==> src/sv/skinmb_pkg.sv <==
// Shared types, constants and rounding helper for the skinning matrix blend block.
`timescale 1ns / 1ps

package skinmb_pkg;

  localparam int MaxJoints   = 64;
  localparam int MaxVertices = 256;

  localparam int JointW  = $clog2(MaxJoints);
  localparam int VertW   = $clog2(MaxVertices);
  localparam int JcntW   = 7;
  localparam int VcntW   = 9;
  localparam int ElemW   = 4;
  localparam int ValW    = 32;
  localparam int WeightW = 17;
  localparam int PsumW   = 66;
  localparam int AccW    = 64;

  localparam logic [ElemW-1:0] LastElem = 4'd15;
  localparam logic [WeightW-1:0] WeightOne = 17'd65536;

  typedef enum logic [1:0] {
    OpWeight = 2'd0,
    OpBind   = 2'd1,
    OpWorld  = 2'd2,
    OpQuery  = 2'd3
  } op_e;

  typedef enum logic [1:0] {
    RegJointCount  = 2'd0,
    RegVertexCount = 2'd1
  } reg_e;

  // Commands from the controller to the datapath.
  typedef struct packed {
    logic              wr_weight;
    logic              wr_bind;
    logic              wr_world;
    logic              issue;
    logic [VertW-1:0]  vertex;
    logic [JointW-1:0] joint;
    logic [ElemW-1:0]  elem;
    logic [1:0]        k;
    logic              first_k;
    logic              last_k;
    logic              first_j;
    logic              last_j;
    logic              load_err;
    logic              load_zero;
  } cmd_t;

  // Status from the datapath to the controller.
  typedef struct packed {
    logic out_taken;
  } st_t;

  // Round a Q.16 fraction to an integer LSB, ties toward plus infinity,
  // and saturate to 32 bits signed.
  function automatic logic signed [ValW-1:0] rnd_sat(input logic signed [PsumW-1:0] x);
    logic signed [PsumW-1:0] t;
    logic signed [PsumW-1:0] s;
    begin
      t = x + PsumW'(32768);
      s = t >>> 16;
      if (s > PsumW'(64'sh7FFF_FFFF)) begin
        rnd_sat = 32'sh7FFF_FFFF;
      end else if (s < -PsumW'(64'sh8000_0000)) begin
        rnd_sat = 32'sh8000_0000;
      end else begin
        rnd_sat = s[ValW-1:0];
      end
    end
  endfunction

endpackage

==> src/sv/skinmb_ctrl.sv <==
// Controller: handshakes, configuration registers and the element/joint/k sequencer.
`timescale 1ns / 1ps

module skinmb_ctrl import skinmb_pkg::*; (
  input  logic              clk_i,
  input  logic              rst_ni,
  input  logic              in_valid_i,
  output logic              in_ready_o,
  input  logic [1:0]        op_i,
  input  logic [VertW-1:0]  vertex_i,
  input  logic [JointW-1:0] joint_i,
  input  logic              cfg_valid_i,
  output logic              cfg_ready_o,
  input  logic [1:0]        cfg_index_i,
  input  logic [31:0]       cfg_data_i,
  input  st_t               st_i,
  output cmd_t              cmd_o
);

  typedef enum logic [1:0] {
    Idle,
    Run,
    Drain
  } state_e;

  state_e            state_q;
  logic [JcntW-1:0]  jcnt_q;
  logic [VcntW-1:0]  vcnt_q;
  logic [VertW-1:0]  vert_q;
  logic [JcntW-1:0]  nj_q;
  logic [ElemW-1:0]  elem_q;
  logic [JointW-1:0] j_q;
  logic [1:0]        k_q;
  logic              in_acc;
  logic [JcntW-1:0]  nj_d;
  logic              last_j;

  assign in_ready_o  = (state_q == Idle);
  assign cfg_ready_o = 1'b1;
  assign in_acc      = in_valid_i && in_ready_o;
  assign nj_d        = (jcnt_q > JcntW'(MaxJoints)) ? JcntW'(MaxJoints) : jcnt_q;
  assign last_j      = ({1'b0, j_q} == nj_q - JcntW'(1));

  // Command decode.
  always_comb begin
    cmd_o           = '0;
    cmd_o.wr_weight = in_acc && (op_i == OpWeight);
    cmd_o.wr_bind   = in_acc && (op_i == OpBind);
    cmd_o.wr_world  = in_acc && (op_i == OpWorld);
    cmd_o.load_err  = in_acc && (op_i == OpQuery) && ({1'b0, vertex_i} >= vcnt_q);
    cmd_o.vertex    = in_ready_o ? vertex_i : vert_q;
    cmd_o.joint     = in_ready_o ? joint_i : j_q;
    cmd_o.elem      = elem_q;
    cmd_o.k         = k_q;
    cmd_o.first_k   = (k_q == 2'd0);
    cmd_o.last_k    = (k_q == 2'd3);
    cmd_o.first_j   = (j_q == '0);
    cmd_o.last_j    = last_j;
    cmd_o.issue     = (state_q == Run) && (nj_q != '0);
    cmd_o.load_zero = (state_q == Run) && (nj_q == '0);
  end

  // State, configuration and counters.
  always_ff @(posedge clk_i or negedge rst_ni) begin
    if (!rst_ni) begin
      state_q <= Idle;
      jcnt_q  <= JcntW'(1);
      vcnt_q  <= '0;
      vert_q  <= '0;
      nj_q    <= '0;
      elem_q  <= '0;
      j_q     <= '0;
      k_q     <= '0;
    end else begin
      if (cfg_valid_i) begin
        case (cfg_index_i)
          RegJointCount:  jcnt_q <= cfg_data_i[JcntW-1:0];
          RegVertexCount: vcnt_q <= cfg_data_i[VcntW-1:0];
          default: ;
        endcase
      end
      case (state_q)
        Idle: begin
          if (in_acc && (op_i == OpQuery)) begin
            vert_q <= vertex_i;
            nj_q   <= nj_d;
            elem_q <= '0;
            j_q    <= '0;
            k_q    <= '0;
            state_q <= cmd_o.load_err ? Drain : Run;
            if (cmd_o.load_err) begin
              elem_q <= LastElem;
            end
          end
        end
        Run: begin
          if (nj_q == '0) begin
            state_q <= Drain;
          end else begin
            k_q <= k_q + 2'd1;
            if (k_q == 2'd3) begin
              if (last_j) begin
                j_q     <= '0;
                state_q <= Drain;
              end else begin
                j_q <= j_q + JointW'(1);
              end
            end
          end
        end
        Drain: begin
          if (st_i.out_taken) begin
            if (elem_q == LastElem) begin
              state_q <= Idle;
            end else begin
              elem_q  <= elem_q + ElemW'(1);
              state_q <= Run;
            end
          end
        end
        default: state_q <= Idle;
      endcase
    end
  end

  // A query sequence only ever runs with a latched vertex that passed the range check.
  a_run_in_range: assert property (@(posedge clk_i) disable iff (!rst_ni)
    (state_q == Run) |-> ({1'b0, vert_q} < vcnt_q || $past(cfg_valid_i)))
    else $error("query sequence running on an out-of-range vertex");
  a_k_wraps: assert property (@(posedge clk_i) disable iff (!rst_ni)
    (cmd_o.issue && cmd_o.last_k && cmd_o.last_j) |=> (state_q == Drain))
    else $error("sequencer did not stop after the last joint");
  a_no_issue_idle: assert property (@(posedge clk_i) disable iff (!rst_ni)
    in_ready_o |-> !cmd_o.issue && !cmd_o.load_zero)
    else $error("datapath issue while accepting items");

endmodule

==> config.mk <==
export PLATFORM = sky130hd
export DESIGN_NAME = skinmb_ctrl
export DESIGN_NICKNAME = d
export VERILOG_FILES = /design/src/sv/skinmb_pkg.sv /design/src/sv/skinmb_ctrl.sv
export SDC_FILE = /design/constraint.sdc
export NUM_CORES = 1
export LEC_CHECK = 0
export BUFFER_PORTS_ARGS = -buffer_cell sky130_fd_sc_hd__buf_4
export CELL_PAD_IN_SITES_DETAIL_PLACEMENT = 0
export CELL_PAD_IN_SITES_GLOBAL_PLACEMENT = 1
export CORE_MARGIN = 10
export CORE_UTILIZATION = 34
export CTS_CLUSTER_SIZE = 16
export DETAILED_ROUTE_END_ITERATION = 10
export GPL_TIMING_DRIVEN = 0
export PLACE_DENSITY = 0.87
export SYNTH_ARGS = -nofsm -noshare
export SYNTH_HDL_FRONTEND = slang
export SYNTH_SLANG_ARGS = --single-unit
==> constraint.sdc <==
create_clock -name clk_i -period 1.9 [get_ports clk_i]
set_input_delay 0.38 -clock clk_i [delete_from_list [all_inputs] [get_ports clk_i]]
set_output_delay 0.38 -clock clk_i [all_outputs]
set_load 0.01 [all_outputs]
==> results of run 1 <==
-- repair_timing --
item	CTS	global route
setup endpoints to repair	32	29
cloned	1	0
resized for setup	56	36
pin swaps	12	8
buffers inserted	21	5
-- layout by cell type (no fill, tap or decap), drive strengths merged, types with 3 or more instances in the layout --
cell and instances:
ha 15, o21ai 27, buf 92, a21oi 6, or3 3, nand2b 10
clkbuf 6, dfrtp 44, nand2 23, a31oi 6, o22ai 3, nor2 11
nand3 12, mux2 33, xnor2 7, inv 25, nor3 9, nor3b 4
nand4 5, nor2b 5
-- worst max-delay path, stage by stage (launching register included) --
cell and delay, ns:
dfrtp_1 0.39, ha_1 0.29, nand2b_4 0.12, a211oi_2 0.06
or3_4 0.34, a31oi_4 0.16, buf_6 0.13
-- layout make-up --
cell class                      instances  area, µm²  area share
Clock inverter                          3      47.55     0.01209
Sequential cell                        45       1130      0.2874
Inverter                               23      91.34     0.02323
Clock buffer                            5      68.82     0.01750
Timing Repair Buffer                   87      768.2      0.1954
Buffer                                  6      51.30     0.01305
Tap cell                              102      127.6     0.03246
Multi-Input combinational cell        189       1647      0.4188
-- where the power goes --
| group | switching (mW) | total, mW | internal (mW) |
|---|---|---|---|
| registers | 0.294 | 1.59 | 1.29 |
| clock network | 0.358 | 0.759 | 0.402 |
| logic | 1.61 | 3.56 | 1.95 |
| total | 2.26 | 5.91 | 3.64 |
-- sequential cells by signal (all words and copies together) (netlist names) --
register,flops
nj_q,7
jcnt_q,7
k_q,2
state_q,2
elem_q,4
vert_q,8
vcnt_q,9
j_q,6
-- worst max path at each step --
stage / startpoint / end / cells past startpoint
after global placement: state_q[1]$_DFFE_PN0P_ / cmd_o[21] / 5
after CTS: nj_q[0]$_DFFE_PN0P_ / cmd_o[2] / 7
after detailed placement: state_q[1]$_DFFE_PN0P_ / cmd_o[28] / 6
after global routing: nj_q[0]$_DFFE_PN0P_ / cmd_o[2] / 7
final: vcnt_q[0]$_DFFE_PN0P_ / cmd_o[1] / 6
after floorplan: nj_q[0]$_DFFE_PN0P_ / cmd_o[2] / 7
-- cells by family after synthesis --
| group | count (synthesis) | share of synthesized area |
|---|---|---|
| buffers and inverters | 32 | 0.05429 |
| adder cells (fa/ha/maj) | 15 | 0.07082 |
| flip-flops | 45 | 0.4254 |
| other | 1 | 0.001415 |
| AO/OA/AOI/OAI | 47 | 0.1067 |
| multiplexers | 33 | 0.1402 |
| AND/OR/NAND/NOR | 85 | 0.1747 |
| XOR/XNOR | 8 | 0.02644 |
-- routing by layer --
metal  GRT usage  vias up  wire, µm  part of all wire
met1      0.1428     1068      3026              0.45
met2      0.1897       63      3091              0.46
met5           0        -         0                 0
met4     0.02448        0        86             0.013
met3     0.03807        9       549             0.081
li1            -     1102         -                 -
==> qor.txt, run 1 <==
outcome - finished, violations left
failing checks - setup timing
Final TNS setup - -1.920 ns
P_leak - 1.794 nW
Antenna Nets Post-Route - 0
worst r2r src - nj_q[0]$_DFFE_PN0P_
Area contributors post-synth - dfrtp_1 42%, mux2_2 14%, ha_1 7.1%, o21ai_0 4.3%, inv_1 3.3%
Worst Path Arrival - 1.80 ns
Unique masters post-synth - 40
clock buffer depth - 2
Clock Sinks - 45
Placed Cells - 430
fraction of registers with async set/reset - 1.000
Top Ports - 87
Post-synth top cells - 44 x dfrtp_1, 33 x mux2_2, 23 x inv_1, 23 x nand2_1, 23 x o21ai_0
Area growth syn-to-layout - 48.35%
cts bufs inserted - 5
Post-Syn Area - 2650 µm²
Synth warnings - 0
Cell Pwr Density - 1503 nW/µm²
antenna cells - 0
DR DRC count - 0
fin area - 3931 µm²
Starting Density - 0.3465
setup ws final - -0.2798 ns
Crit path required time - 1.52 ns
depth of the most critical reg-to-reg path - 12
pin count of the biggest net entering global routing - 46
Tmin final - 2.180 ns
Worst-Margin Slew - 0.5895 ns
first-pass GRT wire length - 11140 µm
DP Worst Slack - -0.3532 ns
CP Class - flop to output port
Placeable Area - 7647 µm²
endpoints failing hold - 0
Max FO, Critical Path - 2
Worst VDD drop - 1.008 mV
post-DP HPWL - 4763 µm
placed inst area - 3249 µm²
hold slack - 0.07620 ns
drt pass-1 iters - 4
CTS clk-pin slew, worst paths - 0.10 ns
# rows - 32
H-tree Lvls - 2
Avg WL per Cell - 14.68 µm
total power - 5.907 mW
Fill cells - 658
Post-Syn Nets - 336
#FFs+latches synth - 45
worst r2r dst - j_q[2]$_DFFE_PN0P_
period utilization - 1.147
Synth Flop Type - dfrtp_1
CTS tree - built
DIE WIDTH - 108.3 µm
top-area cell type share of the netlist area - 0.4155
hold buffers post-CTS - 0
Setup crit end kind - output port
clk_skew - 0.008560 ns
nets - 427
Reg2Reg Setup Slack - -0.03 ns
fraction of layout cells with a size suffix above 1 - 0.4972
Post-synth EDFFs - 0
insertion delay to the later sink of the worst-skew pair - 0.30 ns
die height - 108.3 µm
WL final - 6754 µm
Tot GR Track Use - 0.1148
final setup violation count - 16
area leader, netlist - dfrtp_1
syn avg cell area - 9.963 µm²
Synth Instances - 266
initial antenna violation count - 0
Seq/Total Area, Yosys - 0.4254
Max transition margin - 0.6044
routed vias/inst - 4.874
input/output buffers - 62
Final Wtd Congestion - 0.7722
drt initial violations - 66
max-slew violations - 0
max cap viols - 0
Root Driver - clkbuf_8
Achievable Freq - 458.8 MHz
HP Class - input port to asynchronous set/reset pin
global route overflow - 0
RSZ-0062 raised after global routing - true
Die ar. - 11730 µm²
vias in the first global route - 2337
most instantiated library cell after synthesis - dfrtp_1
Setup crit start kind - flop
Layout Utilization - 0.5141
Final Instance Count excl. Fillers - 460
routed via count - 2242
No activity file was read; power rests on OpenSTA's default activity.
==> run 2, diff against run 1 <==
Settings changed: PLACE_DENSITY 0.87 to default, PLACE_DENSITY_LB_ADDON from default to 0.1.
==> qor.txt, run 2 (synthesis gave the netlist of run 1 again) <==
Tot GR Track Use - 0.1214
HP Class - input port to asynchronous set/reset pin
Worst-Margin Slew - 0.6243 ns
endpoints failing hold - 0
H-tree Lvls - 2
Final Instance Count excl. Fillers - 460
clock buffer depth - 2
max cap viols - 0
cts bufs inserted - 5
Top Ports - 87
final setup violation count - 16
Crit path required time - 1.52 ns
max-slew violations - 0
register area - 1130 µm²
period utilization - 1.136
Setup crit end kind - output port
clk_skew - 0.006722 ns
die height - 108.3 µm
Achievable Freq - 463.1 MHz
worst r2r dst - state_q[1]$_DFFE_PN0P_
Antenna Nets Post-Route - 0
vias in the first global route - 2289
insertion delay to the later sink of the worst-skew pair - 0.30 ns
Clock Sinks - 45
Cell Pwr Density - 1478 nW/µm²
Worst Path Arrival - 1.78 ns
most frequent cells in the layout - 73 x buf_4, 42 x dfrtp_1, 25 x mux2_2, 21 x o21ai_0, 20 x nand2_1
Setup crit start kind - flop
Root Driver - clkbuf_8
DIE WIDTH - 108.3 µm
# rows - 32
RSZ-0062 raised after global routing - true
fraction of layout cells with a size suffix above 1 - 0.4665
nets - 427
CTS clk-pin slew, worst paths - 0.10 ns
hold buffers post-CTS - 0
Placed Cells - 430
routed via count - 2188
Starting Density - 0.3465
drt pass-1 iters - 4
commonest non-fill, non-tap cell in the layout - buf_4
worst r2r src - nj_q[1]$_DFFE_PN0P_
Reg2Reg Setup Slack - 0.04 ns
failing checks - setup timing
DR DRC count - 0
setup ws final - -0.2592 ns
Tmin final - 2.159 ns
initial antenna violation count - 0
Final Wtd Congestion - 0.7280
Die ar. - 11730 µm²
Final TNS setup - -1.758 ns
depth of the most critical reg-to-reg path - 8
antenna cells - 0
global route overflow - 0
drt initial violations - 30
Multi-input gate area - 1564 µm²
Max FO, Critical Path - 2
routed vias/inst - 4.757
max FFs per register - 9
Max transition margin - 0.5820
post-DP HPWL - 4978 µm
Biggest register - vcnt_q
CTS tree - built
Placeable Area - 7647 µm²
P_leak - 1.763 nW
Area growth syn-to-layout - 43.63%
biggest regs - vcnt_q (9), vert_q (8)
pin count of the biggest net entering global routing - 46
WL final - 6922 µm
outcome - finished, violations left
input/output buffers - 62
first-pass GRT wire length - 11520 µm
Fill cells - 733
CP Class - flop to output port
Worst VDD drop - 0.6639 mV
Avg WL per Cell - 15.05 µm
## run 2: cell count changes in the layout (fill, tap and decap cells not counted), sizes merged
| cell | previous run | this run |
|---|---|---|
| clkinv | 0 | 1 |
| inv | 25 | 24 |
## run 2: worst max path at each step
stage                           startpoint  slack, ns  cells past startpoint         to
finish               vcnt_q[0]$_DFFE_PN0P_      -0.26                      6   cmd_o[1]
global route           nj_q[0]$_DFFE_PN0P_      -0.36                      7   cmd_o[2]
CTS                    nj_q[0]$_DFFE_PN0P_      -0.31                      7   cmd_o[2]
detailed placement  state_q[1]$_DFFE_PN0P_      -0.33                      5  cmd_o[15]
global placement    state_q[1]$_DFFE_PN0P_      -0.34                      5  cmd_o[15]
floorplan              nj_q[0]$_DFFE_PN0P_     -0.002                      7   cmd_o[2]
## run 2: critical path: stages (launching register included)
cell      delay (ns)
dfrtp_1         0.40
ha_1            0.28
nand2b_4        0.11
a211oi_2        0.06
or3_4           0.34
a31oi_4         0.16
buf_6           0.13
## run 2: area by class of cell
type | instances | share of cell area
Buffer | 6 | 0.01348
Clock buffer | 5 | 0.01808
Clock inverter | 3 | 0.01315
Inverter | 23 | 0.02334
Multi-Input combinational cell | 189 | 0.4109
Sequential cell | 45 | 0.2968
Tap cell | 102 | 0.03353
Timing Repair Buffer | 87 | 0.1907
## run 2: metal layers
layer | up-vias | routed length, µm | track usage
met4 | 0 | 38 | 0.02825
met1 | 1035 | 3071 | 0.1478
li1 | 1106 | - | -
met5 | - | 0 | 0
met3 | 5 | 413 | 0.03807
met2 | 42 | 3399 | 0.2047
## run 2: stage by stage
stage	power [mW]	area [µm²]	utilization	worst slack [ns]	hold WS, ns
after floorplan	3.102	2656	-	-0.002244	0.08441
after global placement	3.996	3249	0.4249	-0.3432	0.4354
after detailed placement	4.019	3249	0.4249	-0.3280	0.4301
after CTS	5.581	3730	0.4877	-0.3148	0.09133
after global routing	6.079	3806	0.4977	-0.3643	0.1034
final	5.626	3806	0.4977	-0.2592	0.06115
## run 2: what timing repair did
item                                    4_1_cts  5_1_grt
setup buffers                                19        7
gates resized for setup                      55       12
gates cloned                                  1        0
endpoints found under the setup margin       34       30
pin swaps                                    12        7
## run 2: report_power, final
group          leakage, nW  total, mW  internal, mW  switching, mW
combinational         1.15       3.27          1.77           1.50
clock               0.0603      0.778         0.404          0.374
sequential           0.554       1.58          1.29          0.287
total                 1.76       5.63          3.47           2.16
==> run 3, diff against run 2 <==
Settings changed: GPL_TIMING_DRIVEN 0 to default.
==> qor.txt, run 3 (synthesis gave the netlist of run 1 again) <==
vias in the first global route - 2252
Worst Path Arrival - 1.84 ns
final setup violation count - 16
Final Wtd Congestion - 0.7379
clock buffer depth - 2
Tot GR Track Use - 0.1192
total power - 6.132 mW
Die ar. - 11730 µm²
critical path, cell by cell - ha_1 -> nand2b_4 -> a211oi_2 -> or3_4 -> a31oi_4 -> buf_6
HP Class - input port to asynchronous set/reset pin
max-slew violations - 0
crit-path max cell delay - 0.41 ns
depth of the most critical reg-to-reg path - 10
routed via count - 2220
initial antenna violation count - 0
Placeable Area - 7647 µm²
Tmin final - 2.220 ns
critical path's slowest cell - dfrtp_1
Clock Sinks - 45
post-DP HPWL - 5051 µm
worst r2r dst - j_q[2]$_DFFE_PN0P_
drt initial violations - 35
H-tree Lvls - 2
DIE WIDTH - 108.3 µm
setup ws final - -0.3203 ns
Worst VDD drop - 0.5367 mV
routed vias/inst - 4.754
cts bufs inserted - 5
CP Class - flop to output port
fin area - 4001 µm²
insertion delay to the later sink of the worst-skew pair - 0.31 ns
Area growth syn-to-layout - 50.99%
Antenna Nets Post-Route - 0
placed inst area - 3368 µm²
P_leak - 1.852 nW
Achievable Freq - 450.4 MHz
antenna cells - 0
global route overflow - 0
Max FO, Critical Path - 2
CTS clk-pin slew, worst paths - 0.10 ns
# rows - 32
pin count of the biggest net entering global routing - 46
Reg2Reg Setup Slack - -0.09 ns
Root Driver - clkbuf_8
worst r2r src - nj_q[1]$_DFFE_PN0P_
Avg WL per Cell - 14.97 µm
Starting Density - 0.3465
CTS tree - built
RSZ-0062 raised after global routing - true
fraction of layout cells with a size suffix above 1 - 0.5068
biggest regs - vcnt_q (9), vert_q (8)
drt pass-1 iters - 4
WL final - 6990 µm
failing checks - setup timing
Setup crit end kind - output port
Final Instance Count excl. Fillers - 467
endpoints failing hold - 0
Placed Cells - 445
clk_skew - 0.01210 ns
Final TNS setup - -1.533 ns
die height - 108.3 µm
nets - 434
CP Capture Point - cmd_o[1]
Top Ports - 87
most frequent cells in the layout - 68 x buf_4, 44 x dfrtp_1, 28 x buf_6, 24 x mux2_2, 20 x inv_1
Crit path required time - 1.52 ns
max cap viols - 0
max FFs per register - 9
Biggest register - vcnt_q
input/output buffers - 62
Setup crit start kind - flop
Max transition margin - 0.5903
hold slack - 0.07958 ns
commonest non-fill, non-tap cell in the layout - buf_4
first-pass GRT wire length - 11210 µm
CP startpoint - vcnt_q[0]$_DFFE_PN0P_
DR DRC count - 0
period utilization - 1.169
outcome - finished, violations left
Cell Pwr Density - 1533 nW/µm²
Worst-Margin Slew - 0.6145 ns
[run 3: cell types whose count changed in the layout (fill, tap and decap cells not counted), sizes merged]
cell | previous run | this run
clkbuf | 6 | 5
inv | 24 | 25
buf | 92 | 100
clkinv | 1 | 0
[run 3: worst min path at each step]
stage / end / slack [ns] / cells after the start
detailed placement: elem_q[2]$_DFFE_PN0P_ / 0.44 / 1
CTS: j_q[5]$_DFFE_PN0P_ / 0.10 / 1
floorplan: elem_q[0]$_DFFE_PN0P_ / 0.08 / 0
global placement: elem_q[2]$_DFFE_PN0P_ / 0.44 / 1
finish: elem_q[2]$_DFFE_PN0P_ / 0.08 / 1
global route: j_q[5]$_DFFE_PN0P_ / 0.11 / 1
[run 3: cell type report]
| type | count | area (µm²) |
|---|---|---|
| fill | 745 | 3646 |
| multi-input combinational | 189 | 1640 |
| sequential | 45 | 1127 |
| timing repair buffer | 100 | 903.4 |
| tap | 102 | 127.6 |
| inverter | 23 | 86.33 |
| clock buffer | 5 | 68.82 |
| clock inverter | 3 | 47.55 |
[run 3: layer usage]
metal  vias up  share of wire  track usage
met5         -              0            0
met4         0         0.0063      0.02825
met3         4          0.064      0.04581
met2        48           0.49       0.2060
met1      1044           0.44       0.1357
li1       1124              -            -
[run 3: timing repair]
action                                 4_1_cts  5_1_grt
endpoints found under the hold margin        0        0
hold buffers                                 0        0
pin swaps                                    9        8
setup endpoints to repair                   27       31
gates cloned                                 2        0
buffers inserted                            12        5
gates resized for setup                     65       35
[run 3: per-stage QoR]
step | utilization | setup slack, ns
after global routing | 0.5232 | -0.4041
after global placement | 0.4404 | -0.1151
final | 0.5232 | -0.3203
after CTS | 0.5034 | -0.3324
after floorplan | - | -0.002244
after detailed placement | 0.4404 | -0.1266
[run 3: power breakdown]
group / internal [mW] / switching [mW] / total [mW] / leakage (nW)
clock network: 0.402 / 0.379 / 0.781 / 0.0591
logic: 2.10 / 1.67 / 3.77 / 1.24
registers: 1.29 / 0.296 / 1.58 / 0.557
total: 3.79 / 2.35 / 6.13 / 1.85
[run 3: critical path, delay by kind of cell, from the launching register on]
| family | cells | cell delay (ns) |
|---|---|---|
| simple gates | 2 | 0.50 |
| flops | 1 | 0.41 |
| fa+ha+maj | 1 | 0.28 |
| compound gates | 2 | 0.21 |
| buf+inv | 1 | 0.13 |
